`config.mk`:
```
export PLATFORM = sky130hd
export DESIGN_NAME = tccs_ctrl
export DESIGN_NICKNAME = d
export VERILOG_FILES = /design/src/rtl/core/tccs_pkg.sv /design/src/rtl/core/tccs_ctrl.sv
export SDC_FILE = /design/constraint.sdc
export NUM_CORES = 1
export LEC_CHECK = 0
export ABC_AREA = 1
export BUFFER_PORTS_ARGS = -buffer_cell sky130_fd_sc_hd__buf_2
export CAP_MARGIN = 0
export CELL_PAD_IN_SITES_DETAIL_PLACEMENT = 1
export CELL_PAD_IN_SITES_GLOBAL_PLACEMENT = 2
export CORE_AREA = 4 4 41 43
export DETAILED_ROUTE_END_ITERATION = 10
export DIE_AREA = 0 0 45 47
export MAX_ROUTING_LAYER = met4
export PLACE_DENSITY = 0.73
export SYNTH_ARGS = -nofsm -noshare
export SYNTH_HDL_FRONTEND = slang
export SYNTH_SLANG_ARGS = --single-unit
```
`constraint.sdc`:
```
create_clock -name clk -period 1.5 [get_ports clk]
set_input_delay 0.15 -clock clk [delete_from_list [all_inputs] [get_ports clk]]
set_output_delay 0.15 -clock clk [all_outputs]
set_load 0.01 [all_outputs]
```
`src/rtl/core/tccs_pkg.sv`:
```
// ----------------------------------------------------------------------------
// tccs_pkg
// Types and constants shared by the text console controller and datapath.
// ----------------------------------------------------------------------------
`default_nettype none

package tccs_pkg;

  // Input word: one console command
  typedef struct packed {
    logic       op;
    logic [7:0] char_code;
    logic [10:0] cell_index;
  } in_word_t;

  // Result word
  typedef struct packed {
    logic [15:0] read_data;
    logic [10:0] cursor_pos;
  } out_word_t;

  localparam logic OP_PUT  = 1'b0;
  localparam logic OP_READ = 1'b1;

  localparam logic [7:0] CHAR_BS    = 8'h08;
  localparam logic [7:0] CHAR_TAB   = 8'h09;
  localparam logic [7:0] CHAR_LF    = 8'h0A;
  localparam logic [7:0] CHAR_CR    = 8'h0D;
  localparam logic [7:0] CHAR_BLANK = 8'h20;
  localparam logic [7:0] PRINT_LO   = 8'h20;
  localparam logic [7:0] PRINT_HI   = 8'h7F;

  localparam logic [7:0] ATTR_RESET = 8'h02;
  localparam int unsigned TAB_STEP  = 4;

  typedef enum logic [2:0] {
    ST_CLEAR,
    ST_IDLE,
    ST_DECODE,
    ST_READ,
    ST_RDATA,
    ST_COMMIT,
    ST_SCROLL,
    ST_EMIT
  } state_t;

  // Controller to datapath
  typedef struct packed {
    logic load;
    logic decode;
    logic commit;
    logic sweep;
    logic sweep_zero;
    logic emit;
  } ctrl_cmd_t;

  // Datapath to controller
  typedef struct packed {
    logic is_read;
    logic scroll;
    logic sweep_last;
  } dp_status_t;

endpackage

`default_nettype wire

```
`src/rtl/core/tccs_ctrl.sv`:
```
// ----------------------------------------------------------------------------
// tccs_ctrl
// Sequencer for the console: clear pass, decode, cell read, commit, scroll sweep, emit.
// ----------------------------------------------------------------------------
`default_nettype none

module tccs_ctrl (
  input  wire logic               clk,
  input  wire logic               rst_n,
  input  wire logic               start,
  output logic                    busy,
  input  wire tccs_pkg::dp_status_t status,
  output tccs_pkg::ctrl_cmd_t     cmd
);

  tccs_pkg::state_t state_r;
  tccs_pkg::state_t state_nxt;

  always_ff @(posedge clk) begin
    if (!rst_n) begin
      state_r <= tccs_pkg::ST_CLEAR;
    end else begin
      state_r <= state_nxt;
    end
  end

  always_comb begin
    state_nxt = state_r;
    cmd       = '0;
    busy      = 1'b1;
    unique case (state_r)
      tccs_pkg::ST_CLEAR: begin
        cmd.sweep      = 1'b1;
        cmd.sweep_zero = 1'b1;
        if (status.sweep_last) state_nxt = tccs_pkg::ST_IDLE;
      end
      tccs_pkg::ST_IDLE: begin
        busy = 1'b0;
        if (start) begin
          cmd.load  = 1'b1;
          state_nxt = tccs_pkg::ST_DECODE;
        end
      end
      tccs_pkg::ST_DECODE: begin
        cmd.decode = 1'b1;
        state_nxt  = status.is_read ? tccs_pkg::ST_READ : tccs_pkg::ST_COMMIT;
      end
      tccs_pkg::ST_READ: begin
        state_nxt = tccs_pkg::ST_RDATA;
      end
      tccs_pkg::ST_RDATA: begin
        cmd.emit  = 1'b1;
        state_nxt = tccs_pkg::ST_IDLE;
      end
      tccs_pkg::ST_COMMIT: begin
        cmd.commit = 1'b1;
        state_nxt  = status.scroll ? tccs_pkg::ST_SCROLL : tccs_pkg::ST_EMIT;
      end
      tccs_pkg::ST_SCROLL: begin
        cmd.sweep = 1'b1;
        if (status.sweep_last) state_nxt = tccs_pkg::ST_EMIT;
      end
      tccs_pkg::ST_EMIT: begin
        cmd.emit  = 1'b1;
        state_nxt = tccs_pkg::ST_IDLE;
      end
      default: begin
        state_nxt = tccs_pkg::ST_CLEAR;
      end
    endcase
  end

endmodule

`default_nettype wire

```
# Word level (Yosys, flattened, before mapping)
# Index checks and enable logic that the tools add are counted.
[totals] reg_bits=3 elab_cells=29 inputBits=6
[op_classes] eq_ne=10 muxes=14 n_reduce_logical=4
[op_table] operator="3-bit case mux with 7 select lines" n=1
[op_table] operator="3-bit equality test, second input constant" n=4
[op_table] operator="3-bit 2-to-1 mux" n=4
[op_table] operator="1-bit 2-to-1 mux" n=9
[op_table] operator="3-bit by 2-bit equality test with 1-bit output, second input constant" n=2
[op_table] operator="2-bit inequality test, second input constant" n=3
[op_table] operator="2-bit OR reduction" n=2
[op_table] operator="3-bit by 1-bit equality test with 1-bit output, second input constant" n=1
[op_table] operator="3-bit logical NOT" n=1
[op_table] operator="3-bit AND reduction" n=1

# Depth between registers and ports, before layout
# Gate-level depths: netlist (run 1).
[logic_depth] word_depth=3 ltp_mapped=7 mapped_depth_nobuf=7

# Worst setup path after synthesis (run 1)
# No wires, ideal clock.
[synth_path] path_type="reg-to-reg" start="register state_r[2]" end="register state_r[1]" slack_ns=0.523 setup_ns=0.115 t_arrival_ns=0.862 required_ns=1.385 stages_incl_launch_ff=6 cell_sequence="dfxtp_1 nand3_1 nand2_2 nand2_2 a21oi_1 nor2_1"
[synth_via] elab_chain_cells=3
[synth_rtl] item="start, declared" line="tccs_ctrl.sv:16" text="tccs_pkg::state_t state_r;"
[synth_rtl] item="start signal, assigned" line="tccs_ctrl.sv:21" text="state_r <= tccs_pkg::ST_CLEAR;"
[synth_rtl] item="start signal, assigned" line="tccs_ctrl.sv:23" text="state_r <= state_nxt;"
[synth_rtl] item="3-bit equality test (tied with other cells)" line="tccs_ctrl.sv:31" text="unique case (state_r)"
[synth_rtl] item="2-bit OR reduction (no line) / 2-bit inequality test (equally long branches)"
[synth_rtl] item="3-bit case mux with 7 select lines / 3-bit AND reduction (equally long branches)"
# Parallel ways exist; a longest one is shown, timed or not.
# A chain may end at the register's enable or synchronous reset.

==> results of run 1 <==
[area by class of cell]
cell class | instances | area [sq um] | area share [%]
Multi-Input combinational cell | 29 | 134 | 40.2
Timing Repair Buffer | 12 | 60.1 | 18.0
Sequential cell | 3 | 60.1 | 18.0
Clock buffer | 4 | 26.3 | 7.89
Tap cell | 15 | 18.8 | 5.64
Inverter | 9 | 33.8 | 10.2
[cell usage after synthesis]
cell	number
nor3_1	1
nand3_2	1
a21oi_1	4
nand2_2	4
inv_2	3
nor2_1	8
inv_1	6
dfxtp_1	3
nand2_1	9
nand3_1	2
[worst max-delay path: stages (launching register included)]
cell and delay, ns:
dfxtp_1 0.42, inv_2 0.06, nand2_2 0.09, nand2_1 0.07
nor2_1 0.15, buf_2 0.16
[per-stage QoR]
stage                     total power [mW]  instance area [sq um]  util [%]  instances
final                                0.586                    333      25.6         72
after global placement               0.457                    307      23.6         68
after floorplan                      0.351                    228         -         41
after global routing                 0.658                    333      25.6         72
after CTS                            0.602                    333      25.6         72
after detailed placement             0.455                    307      23.6         68
[routing by layer]
layer	wire, um	share of wire [%]	GRT usage (%)
met5	0	0	-
met4	0	0	0
met3	57	9.3	3.83
met2	266	44	10.2
met1	286	47	8.18
[final timing paths]
check | from | end | slack [ns] | cells past startpoint
max | state_r[1] | cmd[0] | 0.17 | 5
min reg2reg | state_r[1] | state_r[1] | 0.58 | 2
max reg2reg | state_r[1] | state_r[1] | 0.44 | 6
min | rst_n | state_r[1] | 0.16 | 3
[power by group]
| group | leakage (nW) | switching [mW] | internal, mW |
|---|---|---|---|
| Clock | 0.0150 | 0.0402 | 0.0996 |
| Combinational | 0.160 | 0.188 | 0.119 |
| Sequential | 0.0248 | 0.0345 | 0.104 |
[cell families after synthesis]
group / count (synthesis)
flip-flops: 3
AO/OA/AOI/OAI: 4
AND/OR/NAND/NOR: 25
buffers and inverters: 9
==> reports/qor.yml, run 1 <==
die:
  ioPinCount: 13
  core-area_sq_um: 1300
  dieArea_sq_um: 2120
  die_h_um: 47
  initial_core_util_pct: 17.5
  die-width_um: 45
  rows: 13
power_and_ir_drop:
  cellLeakagePower_nw: 0.200
  power_density_nw_per_um2: 1760
  peakVddDrop_v: 0.000635
logic_synthesis:
  yosys_warnings: 0
  synthXorXnorAreaFrac_pct: 0
  synth_top_family_by_area: "simple AND/OR/NAND/NOR gates"
  syn_nets: 47
  synthAdderAreaFrac_pct: 0
  synth_compound_area_share_pct: 8.79
  synth_simple_gate_area_share_pct: 50.0
  yosysUniqueCellTypes: 10
  synth_area_leaders: "dfxtp_1 26%, nand2_1 15%, nor2_1 13%"
  synthMuxAreaShare_pct: 0
  avgSynthCellArea_sq_um: 5.55
  yosysSeqAreaShare_pct: 26.4
  synth_area_sq_um: 228
  synth-seq-cells: 3
  yosysTopAreaCellShare_pct: 26.4
  synthesis.instances: 41
  yosys.area.top_type: "dfxtp_1"
placed_design:
  place_ws_ns: 0.405
  dp_hpwl_um: 541
  gp_congestion: 0.633
  port-buffer-count: 12
clocking:
  cts_hold_buf: 0
  postCtsSetupRepairBufs: 0
  cts_buffers: 3
  cts.sinks: 3
  cts_resized: 0
  clock_path_buffers: 2
  cts_tree: "built"
  clkLatencyLatePin_ns: 0.23
  h-tree-depth: 1
  cts_root_buf: "clkbuf_4"
  clk_pin_slew_ns: 0.04
cells_and_area:
  syn_to_final_growth_pct: 46.2
  final_nets: 64
  largest_reg_flops: 3
  fill_cells: 180
  reg.largest.list: "state_r x3"
  mostFrequentLayoutCell: "buf_2"
  drive_above_1_share_pct: 40.4
  layout_common_cells: "12 x buf_2, 9 x nand2_1, 8 x nor2_1, 6 x inv_1"
  antenna_cells: 0
  top_register: "state_r"
detailed_routing:
  drc: 0
  first_pass_iters: 4
  viasPerCell: 3.90
  via_count: 281
  wl_per_cell_um: 8.47
  drt-initial-drc-count: 3
  routed_wl_um: 610
  antenna_left: 0
sta:
  worst_slew_pin_slew_ns: 0.243
  setup_viol: 0
  worst_slack_ns: 0.169
  fmax_ghz: 0.751
  relSlewSlack_pct: 83.7
  rsz0062_at_grt: "no"
  holdWs_ns: 0.163
  tns_ns: 0
  min_period_ns: 1.33
  drv_slew: 0
  period_share_pct: 88.7
  finalHoldViolCount: 0
  fin_skew_ns: 0.00222
setup_path:
  crit_type: "flop to output pin"
  crit_required_ns: 1.35
  arrival_ns: 1.18
  end_kind: "output pin"
  cp_max_fo: 6
  startpoint_type: "flop"
global_routing:
  groute.usage.overall_pct: 6.69
  antenna_found_initial: 0
  grt_max_degree: 8
  grt_pass1_wl_mm: 1.01
  overflow: 0
  grt_pass1_vias: 263
hold_path:
  hold_class: "input port to flop"
job:
  max-cap-violations: 0
run_status:
  status: "finished, final reports clean"
(Power assumes the default switching activity.)
==> inputs of run 2 (changes only) <==
--- a/config.mk
+++ b/config.mk
@@ -6,6 +6,7 @@
 export NUM_CORES = 1
 export LEC_CHECK = 0
 export ABC_AREA = 1
+export ABC_CLOCK_PERIOD_IN_PS = 1500
 export BUFFER_PORTS_ARGS = -buffer_cell sky130_fd_sc_hd__buf_2
 export CAP_MARGIN = 0
 export CELL_PAD_IN_SITES_DETAIL_PLACEMENT = 1
@@ -14,7 +15,7 @@
 export DETAILED_ROUTE_END_ITERATION = 10
 export DIE_AREA = 0 0 45 47
 export MAX_ROUTING_LAYER = met4
-export PLACE_DENSITY = 0.73
+export PLACE_DENSITY = 0.67
 export SYNTH_ARGS = -nofsm -noshare
 export SYNTH_HDL_FRONTEND = slang
 export SYNTH_SLANG_ARGS = --single-unit
==> run 2 against run 1 <==
Setup slack worse by 0.025 ns. Sequential cell count unchanged. Global-route usage up 0.32 points. Clock power about the same. Clock skew down 0.0011 ns. Sequential power about the same. Critical path type unchanged. Clock-buffer cell count unchanged. First-iteration DRC count down 67%.
==> reports/qor.yml, run 2 (synthesized netlist as in run 1, its figures left out) <==
hold_path:
  hold_class: "input port to flop"
  hold_path_depth: 3  # unchanged
  whs_endpoint: "state_r[1]"
  worstHoldStart: "rst_n"
detailed_routing:
  wl_met1_um: 267  # -6.6%
  first_pass_iters: 3  # -1
  drt-initial-drc-count: 1  # -2
  viasPerCell: 4.00  # +2.5%
  wl_met2_um: 303  # +14%
  routed_wl_um: 607  # -0.49%
  antenna_left: 0  # unchanged
  wl_met3_um: 36  # -37%
  via_count: 288  # +2.5%
  drc: 0  # unchanged
  highest_layer: "met3"
  wl_per_cell_um: 8.43  # -0.49%
clocking:
  cts_tree: "built"
  clock_path_buffers: 2  # unchanged
  cts_buffers: 3  # unchanged
  cts_resized: 0  # unchanged
  cts_root_buf: "clkbuf_4"
  clkLatencyLatePin_ns: 0.23  # about the same
  cts.sinks: 3  # unchanged
  h-tree-depth: 1  # unchanged
  cts_hold_buf: 0  # unchanged
  postCtsSetupRepairBufs: 0  # unchanged
  clk_pin_slew_ns: 0.03  # about the same
setup_path:
  arrival_ns: 1.21  # +0.03 ns
  crit_family: "flip-flops"
  max_stage_delay_ns: 0.43  # about the same
  crit_type: "flop to output pin"
  r2r-end: "state_r[1]"
  r2r_setup_slack_ns: 0.45  # about the same
  crit_required_ns: 1.35  # about the same
  cp_max_fo: 6  # unchanged
  crit_slowest_cell: "dfxtp_1"
  startpoint_type: "flop"
  path_buf_inv: 2  # unchanged
  rr_worst_depth: 6  # unchanged
  end_kind: "output pin"
  crit_path_cell_trace: "inv_2, nand2_2, nand2_1, nor2_1, buf_2"
  r2r-start: "state_r[1]"
cells_and_area:
  largest_reg_flops: 3  # unchanged
  layout_common_cells: "12 x buf_2, 9 x nand2_1, 8 x nor2_1, 6 x inv_1"
  fill_cells: 190  # +5.6%
  top_register: "state_r"
  stdcell_count: 72  # unchanged
  syn_to_final_growth_pct: 46.2  # unchanged
  seq_area_sq_um: 60.1  # unchanged
  multi_input_area_sq_um: 134  # unchanged
  drive_above_1_share_pct: 40.4  # unchanged
  mostFrequentLayoutCell: "buf_2"
  antenna_cells: 0  # unchanged
  reg.largest.list: "state_r x3"
  final_nets: 64  # unchanged
sta:
  drv_slew: 0  # unchanged
  setup_viol: 0  # unchanged
  relSlewSlack_pct: 83.2  # -0.53 points
  min_period_ns: 1.36  # +0.0245 ns
  finalHoldViolCount: 0  # unchanged
  period_share_pct: 90.4  # +1.6 points
  tns_ns: 0  # unchanged
  fmax_ghz: 0.738  # -1.8%
  worst_slack_ns: 0.145  # -0.0245 ns
  fin_skew_ns: 0.00111  # -0.00111 ns
  worst_slew_pin_slew_ns: 0.251  # +0.00799 ns
  rsz0062_at_grt: "no"
die:
  initial_core_util_pct: 17.5  # unchanged
  die_h_um: 47  # unchanged
  dieArea_sq_um: 2120  # unchanged
  die-width_um: 45  # unchanged
  core-area_sq_um: 1300  # unchanged
  ioPinCount: 13  # unchanged
  rows: 13  # unchanged
placed_design:
  dp_hpwl_um: 525  # -3.0%
  port-buffer-count: 12  # unchanged
  place_ws_ns: 0.395  # -0.00959 ns
  gp_congestion: 0.637  # +0.60%
  dp_cells: 68  # unchanged
global_routing:
  groute.usage.overall_pct: 7.01  # +0.32 points
  overflow: 0  # unchanged
  grt_pass1_wl_mm: 1.01  # -0.69%
  grt_max_degree: 8  # unchanged
  grt_pass1_vias: 267  # +1.5%
  antenna_found_initial: 0  # unchanged
run_status:
  status: "finished, final reports clean"
power_and_ir_drop:
  power_density_nw_per_um2: 1750  # -0.56%
  cellLeakagePower_nw: 0.200  # unchanged
  peakVddDrop_v: 0.000530  # -16%
job:
  max-cap-violations: 0  # unchanged
[run 2: cell counts in the layout (fill, tap and decap cells not counted)]
No cell type changed its count.
[run 2: layout make-up]
cell class | instances | share of cell area [%]
clock buffer | 4 | 7.89
sequential | 3 | 18.0
tap | 15 | 5.64
multi-input combinational | 29 | 40.2
inverter | 9 | 10.2
timing repair buffer | 12 | 18.0
[run 2: metal layers]
| layer | global-route usage, % | vias to the layer above |
|---|---|---|
| li1 | - | 155 |
| met4 | 5.26 | 0 |
| met3 | 1.15 | 0 |
| met2 | 11.0 | 6 |
| met1 | 7.94 | 127 |
| met5 | - | - |
[run 2: worst max-delay path by stage]
stage,slack (ns),end,cells past startpoint,from
3_3_place_gp,0.36,cmd[0],5,state_r[1]
3_5_place_dp,0.40,cmd[0],5,state_r[1]
6_report,0.14,cmd[0],5,state_r[1]
5_1_grt,0.04,cmd[0],5,state_r[1]
2_1_floorplan,0.52,state_r[1],5,state_r[2]
4_1_cts,0.13,cmd[0],5,state_r[1]
[run 2: worst reg2reg max path, delay by kind of cell (launching register included)]
family	cells	cell delay, ns
flops	1	0.36
compound gates	1	0.16
simple gates	4	0.35
buf+inv	1	0.08
[run 2: where the power goes]
group | switching [mW] | internal, mW
Sequential | 0.0363 | 0.105
Clock | 0.0390 | 0.0995
Combinational | 0.184 | 0.119
Total | 0.259 | 0.323
[run 2: metrics by stage]
stage / cell area, sq um / power (mW) / util (%) / hold WS (ns)
finish: 333 / 0.582 / 25.6 / 0.157
global route: 333 / 0.647 / 25.6 / 0.156
CTS: 333 / 0.600 / 25.6 / 0.148
detailed placement: 307 / 0.452 / 23.6 / 0.395
floorplan: 228 / 0.351 / - / 0.271
global placement: 307 / 0.463 / 23.6 / 0.392
